## config.mk

```make
export PLATFORM = sky130hd
export DESIGN_NAME = indexed_array_insert_delete
export DESIGN_NICKNAME = d
export VERILOG_FILES = /design/src/hw/rtl/iaid_pkg.sv /design/src/hw/rtl/iaid_ctrl.sv /design/src/hw/rtl/iaid_dp.sv /design/src/hw/rtl/indexed_array_insert_delete.sv
export SDC_FILE = /design/constraint.sdc
export NUM_CORES = 1
export LEC_CHECK = 0
export ABC_AREA = 1
export BUFFER_PORTS_ARGS = -buffer_cell sky130_fd_sc_hd__buf_2
export CORE_AREA = 5 5 235 237
export DETAILED_ROUTE_END_ITERATION = 8
export DIE_AREA = 0 0 240 242
export PLACE_DENSITY = 0.79
export SLEW_MARGIN = 20
export SYNTH_ARGS = -nofsm -noshare
export SYNTH_HDL_FRONTEND = slang
export SYNTH_HIERARCHICAL = 1
export SYNTH_SLANG_ARGS = --single-unit
```

## constraint.sdc

```tcl
create_clock -name aclk -period 4.4 [get_ports aclk]
set_input_delay 0.66 -clock aclk [delete_from_list [all_inputs] [get_ports aclk]]
set_output_delay 0.66 -clock aclk [all_outputs]
set_load 0.01 [all_outputs]
```

## src/hw/rtl/iaid_pkg.sv

```systemverilog
// ----------------------------------------------------------------------------
// iaid_pkg
// Shared types and codes for the indexed array insert/delete block.
// ----------------------------------------------------------------------------
`default_nettype none

package iaid_pkg;

    localparam int VAL_W   = 32;
    localparam int POS_W   = 5;
    localparam int CNT_W   = 5;
    localparam int CMD_W   = 2;
    localparam int STAT_W  = 2;
    localparam int TDATA_W = 40;

    typedef enum logic [CMD_W-1:0] {
        CMD_APPEND      = 2'd0,
        CMD_INSERT      = 2'd1,
        CMD_REMOVE_LAST = 2'd2,
        CMD_REMOVE_AT   = 2'd3
    } cmd_t;

    typedef enum logic [STAT_W-1:0] {
        ST_OK     = 2'd0,
        ST_EMPTY  = 2'd1,
        ST_BADIDX = 2'd2,
        ST_FULL   = 2'd3
    } status_t;

    typedef enum logic [2:0] {
        S_IDLE,
        S_CHECK,
        S_SHIFT,
        S_FINAL,
        S_DONE
    } state_t;

    // Controller to datapath.
    typedef struct packed {
        logic load;
        logic start;
        logic step;
        logic finish;
        logic emit;
    } dp_cmd_t;

    // Datapath to controller.
    typedef struct packed {
        logic check_ok;
        logic moves_done;
        logic out_free;
    } dp_stat_t;

endpackage

`default_nettype wire

```

## src/hw/rtl/iaid_ctrl.sv

```systemverilog
// ----------------------------------------------------------------------------
// iaid_ctrl
// Command sequencer: accept, check, shift sweep, final write, result.
// ----------------------------------------------------------------------------
`default_nettype none

module iaid_ctrl (
    input  wire                 aclk,
    input  wire                 aresetn,
    input  wire                 s_tvalid,
    output logic                s_tready,
    input  iaid_pkg::dp_stat_t  dp_stat,
    output iaid_pkg::dp_cmd_t   dp_cmd
);
    import iaid_pkg::*;

    state_t state_reg;
    state_t state_next;

    always_ff @(posedge aclk) begin
        if (!aresetn) begin
            state_reg <= S_IDLE;
        end else begin
            state_reg <= state_next;
        end
    end

    always_comb begin
        state_next = state_reg;
        case (state_reg)
            S_IDLE: begin
                if (s_tvalid) begin
                    state_next = S_CHECK;
                end
            end
            S_CHECK: begin
                state_next = dp_stat.check_ok ? S_SHIFT : S_DONE;
            end
            S_SHIFT: begin
                if (dp_stat.moves_done) begin
                    state_next = S_FINAL;
                end
            end
            S_FINAL: begin
                state_next = S_DONE;
            end
            S_DONE: begin
                if (dp_stat.out_free) begin
                    state_next = S_IDLE;
                end
            end
            default: begin
                state_next = S_IDLE;
            end
        endcase
    end

    always_comb begin
        s_tready = 1'b0;
        dp_cmd   = '0;
        case (state_reg)
            S_IDLE: begin
                s_tready    = 1'b1;
                dp_cmd.load = s_tvalid;
            end
            S_CHECK: begin
                dp_cmd.start = 1'b1;
            end
            S_SHIFT: begin
                dp_cmd.step = 1'b1;
            end
            S_FINAL: begin
                dp_cmd.finish = 1'b1;
            end
            S_DONE: begin
                dp_cmd.emit = dp_stat.out_free;
            end
            default: begin
                s_tready = 1'b0;
            end
        endcase
    end

endmodule

`default_nettype wire

```

## src/hw/rtl/iaid_dp.sv

```systemverilog
// ----------------------------------------------------------------------------
// iaid_dp
// Word store, count, range checks, move pipeline and result register.
// ----------------------------------------------------------------------------
`default_nettype none

module iaid_dp #(
    parameter int DEPTH = 16
) (
    input  wire                          aclk,
    input  wire                          aresetn,
    input  wire  [iaid_pkg::TDATA_W-1:0] s_tdata,
    input  wire  [iaid_pkg::CMD_W-1:0]   s_tuser,
    output logic                         m_tvalid,
    input  wire                          m_tready,
    output logic [iaid_pkg::TDATA_W-1:0] m_tdata,
    output logic [iaid_pkg::STAT_W-1:0]  m_tuser,
    input  iaid_pkg::dp_cmd_t            dp_cmd,
    output iaid_pkg::dp_stat_t           dp_stat
);
    import iaid_pkg::*;

    localparam int AW = $clog2(DEPTH);
    localparam int CW = $clog2(DEPTH + 1);
    localparam int XW = (CW > POS_W) ? CW : POS_W;

    logic [VAL_W-1:0] mem [DEPTH];
    logic [VAL_W-1:0] rdata_reg;

    cmd_t             cmd_reg;
    logic [VAL_W-1:0] val_reg;
    logic [POS_W-1:0] pos_reg;
    logic [CW-1:0]    count_reg;
    status_t          status_reg;
    logic [AW-1:0]    at_reg;
    logic [AW-1:0]    rp_reg;
    logic [AW-1:0]    wa_reg;
    logic [CW-1:0]    left_reg;
    logic             pend_reg;
    logic             first_reg;
    logic [VAL_W-1:0] removed_reg;

    logic             m_valid_reg;
    logic [VAL_W-1:0] m_removed_reg;
    status_t          m_status_reg;
    logic [CNT_W-1:0] m_count_reg;

    logic             is_ins;
    logic [XW-1:0]    cnt_x;
    logic [XW-1:0]    at_x;
    status_t          status_calc;
    logic             rd_en;
    logic             mem_we;
    logic [AW-1:0]    mem_wa;
    logic [VAL_W-1:0] mem_wd;

    assign is_ins = (cmd_reg == CMD_APPEND) || (cmd_reg == CMD_INSERT);
    assign cnt_x  = XW'(count_reg);

    always_comb begin
        case (cmd_reg)
            CMD_APPEND:      at_x = cnt_x;
            CMD_REMOVE_LAST: at_x = cnt_x - XW'(1);
            default:         at_x = XW'(pos_reg);
        endcase
    end

    // Full is checked before the index; empty before the index on removals.
    always_comb begin
        status_calc = ST_OK;
        if (is_ins) begin
            if (count_reg == CW'(DEPTH)) begin
                status_calc = ST_FULL;
            end else if (at_x > cnt_x) begin
                status_calc = ST_BADIDX;
            end
        end else begin
            if (count_reg == '0) begin
                status_calc = ST_EMPTY;
            end else if (at_x >= cnt_x) begin
                status_calc = ST_BADIDX;
            end
        end
    end

    assign rd_en  = dp_cmd.step && (left_reg != '0);
    assign mem_we = (dp_cmd.step && pend_reg && !(!is_ins && first_reg))
                  || (dp_cmd.finish && is_ins);
    assign mem_wa = dp_cmd.finish ? at_reg : wa_reg;
    assign mem_wd = dp_cmd.finish ? val_reg : rdata_reg;

    always_ff @(posedge aclk) begin
        if (mem_we) begin
            mem[mem_wa] <= mem_wd;
        end
        if (rd_en) begin
            rdata_reg <= mem[rp_reg];
        end
    end

    // Control state.
    always_ff @(posedge aclk) begin
        if (!aresetn) begin
            count_reg   <= '0;
            pend_reg    <= 1'b0;
            left_reg    <= '0;
            m_valid_reg <= 1'b0;
        end else begin
            if (dp_cmd.start) begin
                left_reg <= (status_calc == ST_OK) ? CW'(cnt_x - at_x) : '0;
                pend_reg <= 1'b0;
            end else if (dp_cmd.step) begin
                if (rd_en) begin
                    left_reg <= left_reg - CW'(1);
                end
                pend_reg <= rd_en;
            end
            if (dp_cmd.finish) begin
                count_reg <= is_ins ? count_reg + CW'(1) : count_reg - CW'(1);
            end
            if (dp_cmd.emit) begin
                m_valid_reg <= 1'b1;
            end else if (m_tready) begin
                m_valid_reg <= 1'b0;
            end
        end
    end

    // Payload.
    always_ff @(posedge aclk) begin
        if (dp_cmd.load) begin
            cmd_reg <= cmd_t'(s_tuser);
            val_reg <= s_tdata[VAL_W-1:0];
            pos_reg <= s_tdata[VAL_W +: POS_W];
        end
        if (dp_cmd.start) begin
            status_reg  <= status_calc;
            at_reg      <= AW'(at_x);
            rp_reg      <= is_ins ? AW'(count_reg - CW'(1)) : AW'(at_x);
            first_reg   <= 1'b1;
            removed_reg <= '0;
        end else if (dp_cmd.step) begin
            if (rd_en) begin
                // Inserts sweep downward, removals upward.
                rp_reg <= is_ins ? rp_reg - AW'(1) : rp_reg + AW'(1);
                wa_reg <= is_ins ? rp_reg + AW'(1) : rp_reg - AW'(1);
            end
            if (pend_reg && !is_ins && first_reg) begin
                removed_reg <= rdata_reg;
                first_reg   <= 1'b0;
            end
        end
        if (dp_cmd.emit) begin
            m_removed_reg <= removed_reg;
            m_status_reg  <= status_reg;
            m_count_reg   <= CNT_W'(count_reg);
        end
    end

    assign dp_stat.check_ok   = (status_calc == ST_OK);
    assign dp_stat.moves_done = (left_reg == '0) && !pend_reg;
    assign dp_stat.out_free   = !m_valid_reg || m_tready;

    assign m_tvalid = m_valid_reg;
    assign m_tdata  = {(TDATA_W - VAL_W - CNT_W)'(0), m_count_reg, m_removed_reg};
    assign m_tuser  = m_status_reg;

endmodule

`default_nettype wire

```

## src/hw/rtl/indexed_array_insert_delete.sv

```systemverilog
// ----------------------------------------------------------------------------
// indexed_array_insert_delete
// Packed list of up to DEPTH signed words with append, insert at index,
// remove last and remove at index; one result beat per command beat.
// ----------------------------------------------------------------------------
//
//  Channel  Dir  tdata (low bit up)                        tuser
//  s_       in   value[31:0], position[36:32], zero pad    cmd[1:0]
//  m_       out  removed_value[31:0], count[36:32], pad    status[1:0]
//
//  One command at a time. A rejected command goes from the check straight to
//  the result. A successful one first sweeps the words at and above the index
//  (at most DEPTH) through the single read and single write port of the word
//  store, then writes the new word (inserts only) and the count before the result.
//  Reset (aresetn low, synchronous) empties the list at once; the store
//  itself is not cleared. A stalled result waits in the output register.
//
`default_nettype none

module indexed_array_insert_delete #(
    parameter int DEPTH = 16
) (
    input  wire                          aclk,
    input  wire                          aresetn,
    input  wire                          s_tvalid,
    output logic                         s_tready,
    input  wire  [iaid_pkg::TDATA_W-1:0] s_tdata,  // value, position
    input  wire  [iaid_pkg::CMD_W-1:0]   s_tuser,  // cmd
    output logic                         m_tvalid,
    input  wire                          m_tready,
    output logic [iaid_pkg::TDATA_W-1:0] m_tdata,  // removed_value, count
    output logic [iaid_pkg::STAT_W-1:0]  m_tuser   // status
);
    import iaid_pkg::*;

    dp_cmd_t  dp_cmd;
    dp_stat_t dp_stat;

    iaid_ctrl u_ctrl (
        .aclk     (aclk),
        .aresetn  (aresetn),
        .s_tvalid (s_tvalid),
        .s_tready (s_tready),
        .dp_stat  (dp_stat),
        .dp_cmd   (dp_cmd)
    );

    iaid_dp #(
        .DEPTH (DEPTH)
    ) u_dp (
        .aclk     (aclk),
        .aresetn  (aresetn),
        .s_tdata  (s_tdata),
        .s_tuser  (s_tuser),
        .m_tvalid (m_tvalid),
        .m_tready (m_tready),
        .m_tdata  (m_tdata),
        .m_tuser  (m_tuser),
        .dp_cmd   (dp_cmd),
        .dp_stat  (dp_stat)
    );

endmodule

`default_nettype wire

```

=== Word level (Yosys, flattened, before mapping) ===
Memories as Yosys holds them, arrays and structs flattened. A register that Yosys moved wholly into a read port is not among the register bits.
Index checks and enable logic that the tools add are counted.

* Register bits after elaboration: 140
* Memory bits (writable): 512
* Input port bits: 46
* Output and inout port bits: 44
* Memories kept: 1

* $add $sub $neg: 6
* Magnitude comparators: 2
* Equal/unequal tests: 10
* Multiplexer cells: 34
* Bitwise logic cells: 2
* Reduce and logical (&&, ||, !) cells: 29

{| class="wikitable"
|+ Memories
! memory !! depth !! bits a word !! read ports !! clocked after memory_dff !! write ports !! line !! RTL
|-
| u_dp.mem || 16 || 32 || 1 || 1 || 1 || iaid_dp.sv:27 || <nowiki>logic [VAL_W-1:0] mem [DEPTH];</nowiki>
|}

{| class="wikitable"
|+ Operators with widths
! operator !! number
|-
| $mux 32 || 1
|-
| $mux 4 || 7
|-
| $mux 5 || 5
|-
| $pmux 3 s5 || 1
|-
| $mux 3 || 4
|-
| $logic_not 5->1 || 2
|-
| $mux 1 || 10
|-
| $mux 2 || 5
|-
| $pmux 5 s2 || 1
|-
| $sub 5x1->5 const B || 2
|-
| $logic_and 1x1->1 || 8
|-
| $eq 3x2->1 const B || 2
|-
| $reduce_and 3->1 || 2
|-
| $reduce_bool 2->1 || 3
|-
| $add 5x1->5 const B || 1
|-
| $eq 5x5->1 const B || 1
|-
| $ge 5x5->1 || 1
|-
| $gt 5x5->1 || 1
|-
| $reduce_bool 5->1 || 1
|-
| $sub 5x5->5 || 1
|-
| $add 4x1->4 const B || 1
|-
| $logic_not 1->1 || 4
|-
| $logic_not 2->1 || 2
|-
| $ne 2x2->1 const B || 2
|-
| 11 further kinds || 15
|}

=== Depth between registers and ports, before layout ===
Gate-level depths: netlist of the first run.

* Word-level depth: 9
* Depth in mapped cells: 18

=== By module ===
Netlist of the first run, hierarchy kept.

{| class="wikitable"
|+ By module, submodules not included
! module !! times used !! cells each !! area each (um2)
|-
| iaid_dp || 1 || 2,038 || 26,507.9
|-
| iaid_ctrl || 1 || 31 || 202.7
|}

=== Worst setup path before layout of the first run ===
OpenSTA, ideal clock, no wires.

* Kind: register -> register
* From: register u_ctrl.state_reg[0]
* To: memory u_dp.mem[0][0], enable pin
* Data arrival time: 2.849 ns
* Required time: 3.979 ns
* Setup slack: 1.130 ns
* Cell stages (with the launch flop): 12
* Path buffers: 2
* Clock period less this slack: 3.270 ns
* Cell sequence: dfxtp_1 > inv_2 > nor2_2 > inv_2 > nor2_1 > buf_2 > inv_2 > clkbuf_1 > or2_0 > o21ai_1 > nand2_1 > nor2_1

{| class="wikitable"
|+ RTL lines
! what !! line !! RTL
|-
| from (decl) || iaid_ctrl.sv:17 || <nowiki>state_t state_reg;</nowiki>
|-
| from (signal assigned) || iaid_ctrl.sv:24 || <nowiki>state_reg <= state_next;</nowiki>
|-
| to (decl) || iaid_dp.sv:27 ||
|}

==> results of run 1 <==
cells by family (layout without fill, tap and decap cells):
logic type / count (synthesis) / count (layout)
other cells: 1 / 3
fa+ha+maj: 12 / 12
compound gates: 323 / 323
flops: 684 / 684
buf+inv: 205 / 329
xor+xnor: 6 / 6
simple gates: 837 / 837
mux: 1 / 1
metrics by stage:
step                hold slack, ns  power [mW]  utilization (%)  cells  worst slack (ns)
finish                      0.2350       14.88            57.21   2891            0.8986
global route                0.2197       15.38            57.21   2891            0.7327
CTS                         0.2124       14.94            57.21   2891            0.9210
detailed placement          0.4101       9.092            52.92   2765            0.9613
global placement            0.4077       9.023            52.92   2765             1.056
floorplan                   0.4003       8.578                -   2071             1.130
cell type report:
type | instances | area share, %
flip-flops and latches | 684 | 66.06
multi-input cells | 1182 | 19.66
clock buffers | 84 | 5.975
well taps | 696 | 2.868
repair buffers | 116 | 2.802
clock inverters | 42 | 1.533
inverters | 87 | 1.096
critical path, delay by kind of cell, from the launching register on:
family / cells / cell delay [ns]
AND/OR/NAND/NOR: 4 / 1.31
buffers and inverters: 4 / 1.01
multiplexers: 1 / 0.48
flip-flops: 1 / 0.36
power by group through the flow:
stage | combinational [mW] | clock, mW | sequential, mW
floorplan | 1.15 | 0 | 7.42
global placement | 1.57 | 0 | 7.45
detailed placement | 1.64 | 0 | 7.46
CTS | 1.65 | 5.97 | 7.32
global route | 1.82 | 6.23 | 7.33
finish | 1.67 | 5.89 | 7.32
path summary, 6_finish.rpt:
path,start,to,depth (start not counted)
worst max-delay path,u_ctrl/state_reg[0],u_dp/mem[8][27],9
worst max register to register,u_ctrl/state_reg[0],u_dp/mem[8][27],9
worst min register to register,u_dp/status_reg[0],u_dp/m_tuser[0],0
worst min-delay path,s_tdata[1],u_dp/val_reg[1],1
cell usage after synthesis, types with 5 or more instances:
master and instances:
inv_1 68, a32o_1 53, buf_2 33, o21ai_0 52, a21oi_1 106, inv_2 18
clkbuf_1 66, edfxtp_1 636, nand3_1 82, nand4_1 14, o211ai_1 29, nor2_2 5
nor2_1 115, a31oi_1 28, nand2_1 573, o21ai_1 13, nand2_2 5, buf_4 9
buf_1 9, o22ai_1 6, and3_1 28, o41ai_1 27, ha_1 11, dfxtp_1 48
layer usage:
metal / GRT usage [%] / wire (um)
met2: 35.59 / 31200
met4: 8.511 / 2145
met5: 0 / 0
met3: 2.994 / 5802
met1: 28.78 / 24460
==> results_dict.tcl, run 1 <==
set metrics [dict create \
    clockRootBuffer "clkbuf_16" \
    io_buffer_count 83 \
    rsz0062_at_grt "no" \
    netlist.area_leader.share_pct 71.50 \
    synthSimpleGateAreaFrac_pct 12.88 \
    antenna_left 0 \
    rows 85 \
    cp-start-kind "flop" \
    p_per_area_nw_per_um2 490.2 \
    max_stage_delay_ns 0.69 \
    fill_cells 3925 \
    hpwl_mm 33.71 \
    worst_clock_skew_ns 0.02826 \
    syn_area_per_cell_um2 12.91 \
    synth_cell_type_count 47 \
    layout_common_cells "636 x edfxtp_1, 572 x nand2_1, 106 x a21oi_1, 95 x nor2_1, 83 x buf_2" \
    post_cts_resized 0 \
    combPwrFrac_pct 11.2 \
    synth-seq-cells 684 \
    seq_area_frac_synth_pct 75.10 \
    grt_overflow 0 \
    largest-register "u_dp/mem" \
    antenna_found_initial 0 \
    syn_area_um2 26710 \
    fin_area_um2 30360 \
    wire_per_inst_um 22.00 \
    ios 90 \
    pwr-share-clk_pct 39.6 \
    max_slew.worst_pin.slew_ns 1.041 \
    final_common_cell "edfxtp_1" \
    rrSetupSlack_ns 0.90 \
    area_growth_pct 13.67 \
    fin_tns_setup_ns 0 \
    cts_tree "done" \
    synth-compound-area-share_pct 7.991 \
    setup_viol_count_final 0 \
    n_antenna_cell 0 \
    synth_edf_count 636 \
    switching_share_pct 24.49 \
    grt_use_total_pct 21.43 \
    gp_congestion 0.8559 \
    grt_pass1_wl_mm 96.73 \
    post_cts_buffers 0 \
    clock_latency_ns 0.60 \
    largest_register_ffs 512 \
    h-tree-depth 3 \
    async_flop_share_pct 0 \
    cap_violations 0 \
    fmax_mhz 285.6 \
    multiInputGateArea_um2 5969 \
    crit_slowest_cell "nor2_4" \
    routed_wl_mm 63.61 \
    yosysTopAreaCell "edfxtp_1" \
    hp-class "in2reg" \
    via_per_inst 5.850 \
    p_sw_mw 3.644 \
    cp_cell_sequence "inv_2, nor2_2, inv_2, nor2_4, buf_4, mux2i_1, nand3_1, nor2_4, buf_12" \
    cts_buffers 68 \
    synth_top_family_by_area "simple AND/OR/NAND/NOR gates" \
    cts.clk_slew.worst_paths_ns 0.06 \
    die_area_um2 58080 \
    intPower_mw 11.24 \
    ir_drop_uv 294.1 \
    arrival_ns 3.78 \
    synthMuxAreaShare_pct 0.03747 \
    outcome "finished, final reports clean" \
    place_area_um2 28080 \
    vias 16910 \
    die_w_um 240 \
    ys.flop_type "edfxtp_1" \
    drive_above_1_share_pct 12.80 \
    grt_max_degree 195 \
    drtIter0Drc 2084 \
    nNetsFinal 2197 \
    dr.pass1.iters 5 \
    cts_buffer_depth 3 \
    seqPwrFrac_pct 49.2 \
    finalHoldViolations 0 \
    area.sequential_um2 20060 \
    p_leak_nw 10.89 \
    die_h_um 242 \
    crit_type "reg2reg" \
    maxSlewViolCount 0 \
    clock-sinks 684 \
    slew_headroom_pct 30.50 \
    synth_cells 2069 \
    yosysWarnings 6 \
    synth_fa_ha_area_share_pct 0.5902 \
    endpoint_kind "flop" \
    cp.required_ns 4.68 \
    min_period_ns 3.501 \
    crit_fanout 43 \
    fin_crit_sh_pct 79.58 \
    start_util_pct 50.33 \
    ys_top_cells_by_area "edfxtp_1 72%, nand2_1 8.1%, dfxtp_1 3.6%, a21oi_1 2.0%, a32o_1 2.0%" \
    cts_hold_buf 0 \
    drc_errors 0 \
    core_area_um2 53070 \
    grt_pass1_vias 16870 \
    synth_xor_area_share_pct 0.1967 \
]
Power figures use the tool's default switching activity.
==> run 2: changes to the inputs <==
--- a/config.mk
+++ b/config.mk
@@ -5,12 +5,12 @@
 export SDC_FILE = /design/constraint.sdc
 export NUM_CORES = 1
 export LEC_CHECK = 0
-export ABC_AREA = 1
+export ABC_AREA = 0
 export BUFFER_PORTS_ARGS = -buffer_cell sky130_fd_sc_hd__buf_2
-export CORE_AREA = 5 5 235 237
+export CORE_AREA = 5 5 234 236
 export DETAILED_ROUTE_END_ITERATION = 8
-export DIE_AREA = 0 0 240 242
-export PLACE_DENSITY = 0.79
+export DIE_AREA = 0 0 239 241
+export PLACE_DENSITY = 0.82
 export SLEW_MARGIN = 20
 export SYNTH_ARGS = -nofsm -noshare
 export SYNTH_HDL_FRONTEND = slang
==> constraint.sdc (replaced) <==
create_clock -name aclk -period 3.2 [get_ports aclk]
set_input_delay 0.48 -clock aclk [delete_from_list [all_inputs] [get_ports aclk]]
set_output_delay 0.48 -clock aclk [all_outputs]
set_load 0.01 [all_outputs]
==> results_dict.tcl, run 2 <==
set metrics [dict create \
    die_area_um2 57600 \
    yosysTopAreaCell "edfxtp_1" \
    dr.pass1.iters 5 \
    largest-register "u_dp/mem" \
    combPwrFrac_pct 4.1 \
    cp-start-kind "flop" \
    cap_violations 0 \
    synth_cells 1498 \
    fin_cells 2365 \
    cp.required_ns 3.71 \
    hpwl_mm 31.18 \
    min_period_ns 2.965 \
    drtIter0Drc 1539 \
    drive_above_1_share_pct 23.10 \
    netlist.area_leader.share_pct 72.16 \
    wire_per_inst_um 24.48 \
    utilization_pct 58.02 \
    die_h_um 241 \
    cts_buffer_depth 3 \
    drc_errors 0 \
    seq_area_frac_synth_pct 75.79 \
    gp_congestion 0.8238 \
    setup_viol_count_final 0 \
    maxSlewViolCount 0 \
    h-tree-depth 2 \
    ir_drop_uv 452.2 \
    p_sw_mw 3.585 \
    final_common_cell "edfxtp_1" \
    ios 90 \
    synth_cell_type_count 60 \
    outcome "finished, final reports clean" \
    clock_latency_ns 0.63 \
    slew_headroom_pct 31.86 \
    routed_wl_mm 57.89 \
    cp_top_family "compound AO/OA/AOI/OAI gates" \
    crit_fanout 5 \
    area_growth_pct 14.51 \
    arrival_ns 3.48 \
    syn_area_per_cell_um2 17.67 \
    grt_overflow 0 \
    cts_buffers 60 \
    die_w_um 239 \
    multiInputGateArea_um2 6171 \
    grt_max_degree 82 \
    endpoint_kind "flop" \
    grt_pass1_wl_mm 87.45 \
    nNetsFinal 1685 \
    grt_use_total_pct 20.00 \
    largest_register_ffs 512 \
    max_slew.worst_pin.slew_ns 1.022 \
    switching_share_pct 20.27 \
    cp_num_buf_inv 2 \
    core_area_um2 52240 \
    clockRootBuffer "clkbuf_16" \
    p_leak_nw 10.02 \
    antenna_found_initial 4 \
    antenna_left 0 \
    worst_clock_skew_ns 0.02120 \
    synth_edf_count 636 \
    synth_common_cells "636 x edfxtp_1, 99 x mux2i_1, 94 x nand2_1" \
    fin_crit_sh_pct 92.64 \
    cts.clk_slew.worst_paths_ns 0.07 \
    max_stage_delay_ns 0.47 \
    crit_type "reg2reg" \
    synth.most_common_cell "edfxtp_1" \
    fill_cells 3660 \
    intPower_mw 14.10 \
    cts_tree "done" \
    finalHoldViolations 0 \
    io_buffer_count 83 \
    clock-sinks 684 \
    cp_cell_sequence "inv_1, ha_1, nand2_1, xnor2_2, mux2i_2, ha_1, nand2_1, o211ai_1, o211ai_1, a2111o_1, inv_1, nor2b_2, o21ai_1, o311a_1" \
    start_util_pct 50.67 \
    fmax_mhz 337.3 \
    layout_common_cells "636 x edfxtp_1, 98 x mux2i_1, 94 x nand2_1, 83 x buf_2, 73 x a21oi_1" \
    grt_pass1_vias 14440 \
    via_per_inst 5.998 \
    pwr-share-clk_pct 40.7 \
    yosysWarnings 6 \
    rows 84 \
    syn_area_um2 26470 \
    seqPwrFrac_pct 55.1 \
    ys_top_cells_by_area "edfxtp_1 72%, mux4_2 5.6%, mux2i_1 3.7%, dfxtp_1 3.6%, mux2_2 2.8%" \
    synth-seq-cells 684 \
    area.sequential_um2 20060 \
    place_inst 2243 \
    async_flop_share_pct 0 \
    ys.flop_type "edfxtp_1" \
    crit_slowest_cell "a2111o_1" \
    p_per_area_nw_per_um2 583.4 \
    vias 14190 \
    hp-class "in2reg" \
]
[run 2: cell types whose count changed after synthesis, moves of 51 or more]
cell	previous run	this run
a32o_1	53	2
mux2_2	0	65
mux2i_1	1	99
mux4_2	0	66
nand2_1	573	94
nand3_1	82	5
[run 2: final timing paths]
path | start | to | slack [ns] | cells past startpoint
worst min-delay path | s_tdata[4] | u_dp/val_reg[4] | 0.03 | 1
worst min register to register | u_dp/status_reg[0] | u_dp/m_tuser[0] | 0.43 | 0
worst max register to register | u_dp/cnt_x[0] | u_ctrl/state_reg[2] | 0.24 | 14
worst max-delay path | u_dp/cnt_x[0] | u_ctrl/state_reg[2] | 0.24 | 14
[run 2: cells by family (layout without fill, tap and decap cells)]
kind of cell	Yosys count	in the layout	synth area share, %
multiplexers	230	230	12.13
buffers and inverters	102	277	1.636
XOR/XNOR	22	22	0.7280
other	1	5	0.01417
flip-flops	684	684	75.79
AND/OR/NAND/NOR	205	205	3.413
AO/OA/AOI/OAI	242	242	5.697
adder cells (fa/ha/maj)	12	12	0.5957
[run 2: per-layer routing]
metal / vias to the layer above / routed length, um / GRT usage [%]
met3: 121 / 5530 / 4.445
met1: 7205 / 21970 / 26.62
met2: 694 / 28920 / 33.69
li1: 6164 / - / -
met5: - / 7 / 0
met4: 2 / 1451 / 5.827
[run 2: through the flow]
| stage | area (um2) | power [mW] | setup slack [ns] | hold slack (ns) | setup TNS, ns |
|---|---|---|---|---|---|
| finish | 30310 | 17.68 | 0.2354 | 0.02982 | 0 |
| global route | 30300 | 18.24 | -0.002539 | 0.006407 | -0.002539 |
| CTS | 30260 | 17.79 | 0.1333 | 0.001011 | 0 |
| detailed placement | 28230 | 10.65 | 0.1523 | 0.4150 | 0 |
| global placement | 28230 | 10.63 | 0.2870 | 0.4029 | 0 |
| floorplan | 26500 | 10.42 | -0.1140 | 0.4003 | -28.61 |
[run 2: power by group through the flow]
stage / registers [mW] / clock network, mW / logic [mW]
2_1_floorplan: 9.93 / 0 / 0.487
3_3_place_gp: 9.94 / 0 / 0.689
3_5_place_dp: 9.94 / 0 / 0.711
4_1_cts: 9.75 / 7.31 / 0.728
5_1_grt: 9.75 / 7.71 / 0.789
6_report: 9.75 / 7.20 / 0.730
[run 2: layout make-up]
type / instances / share of cell area, %
Multi-Input combinational cell: 714 / 20.36
Clock inverter: 37 / 1.230
Clock buffer: 73 / 5.218
Inverter: 22 / 0.2725
Sequential cell: 684 / 66.19
Tap cell: 688 / 2.840
Timing Repair Buffer: 145 / 3.873
Antenna cell: 2 / 0.01651
[run 2: timing repair]
item                       CTS  global route
hold endpoints to repair     7             0
buffers inserted             0             3
hold buffers                 7             0
setup endpoints to repair    0             2
resized for setup            0             5
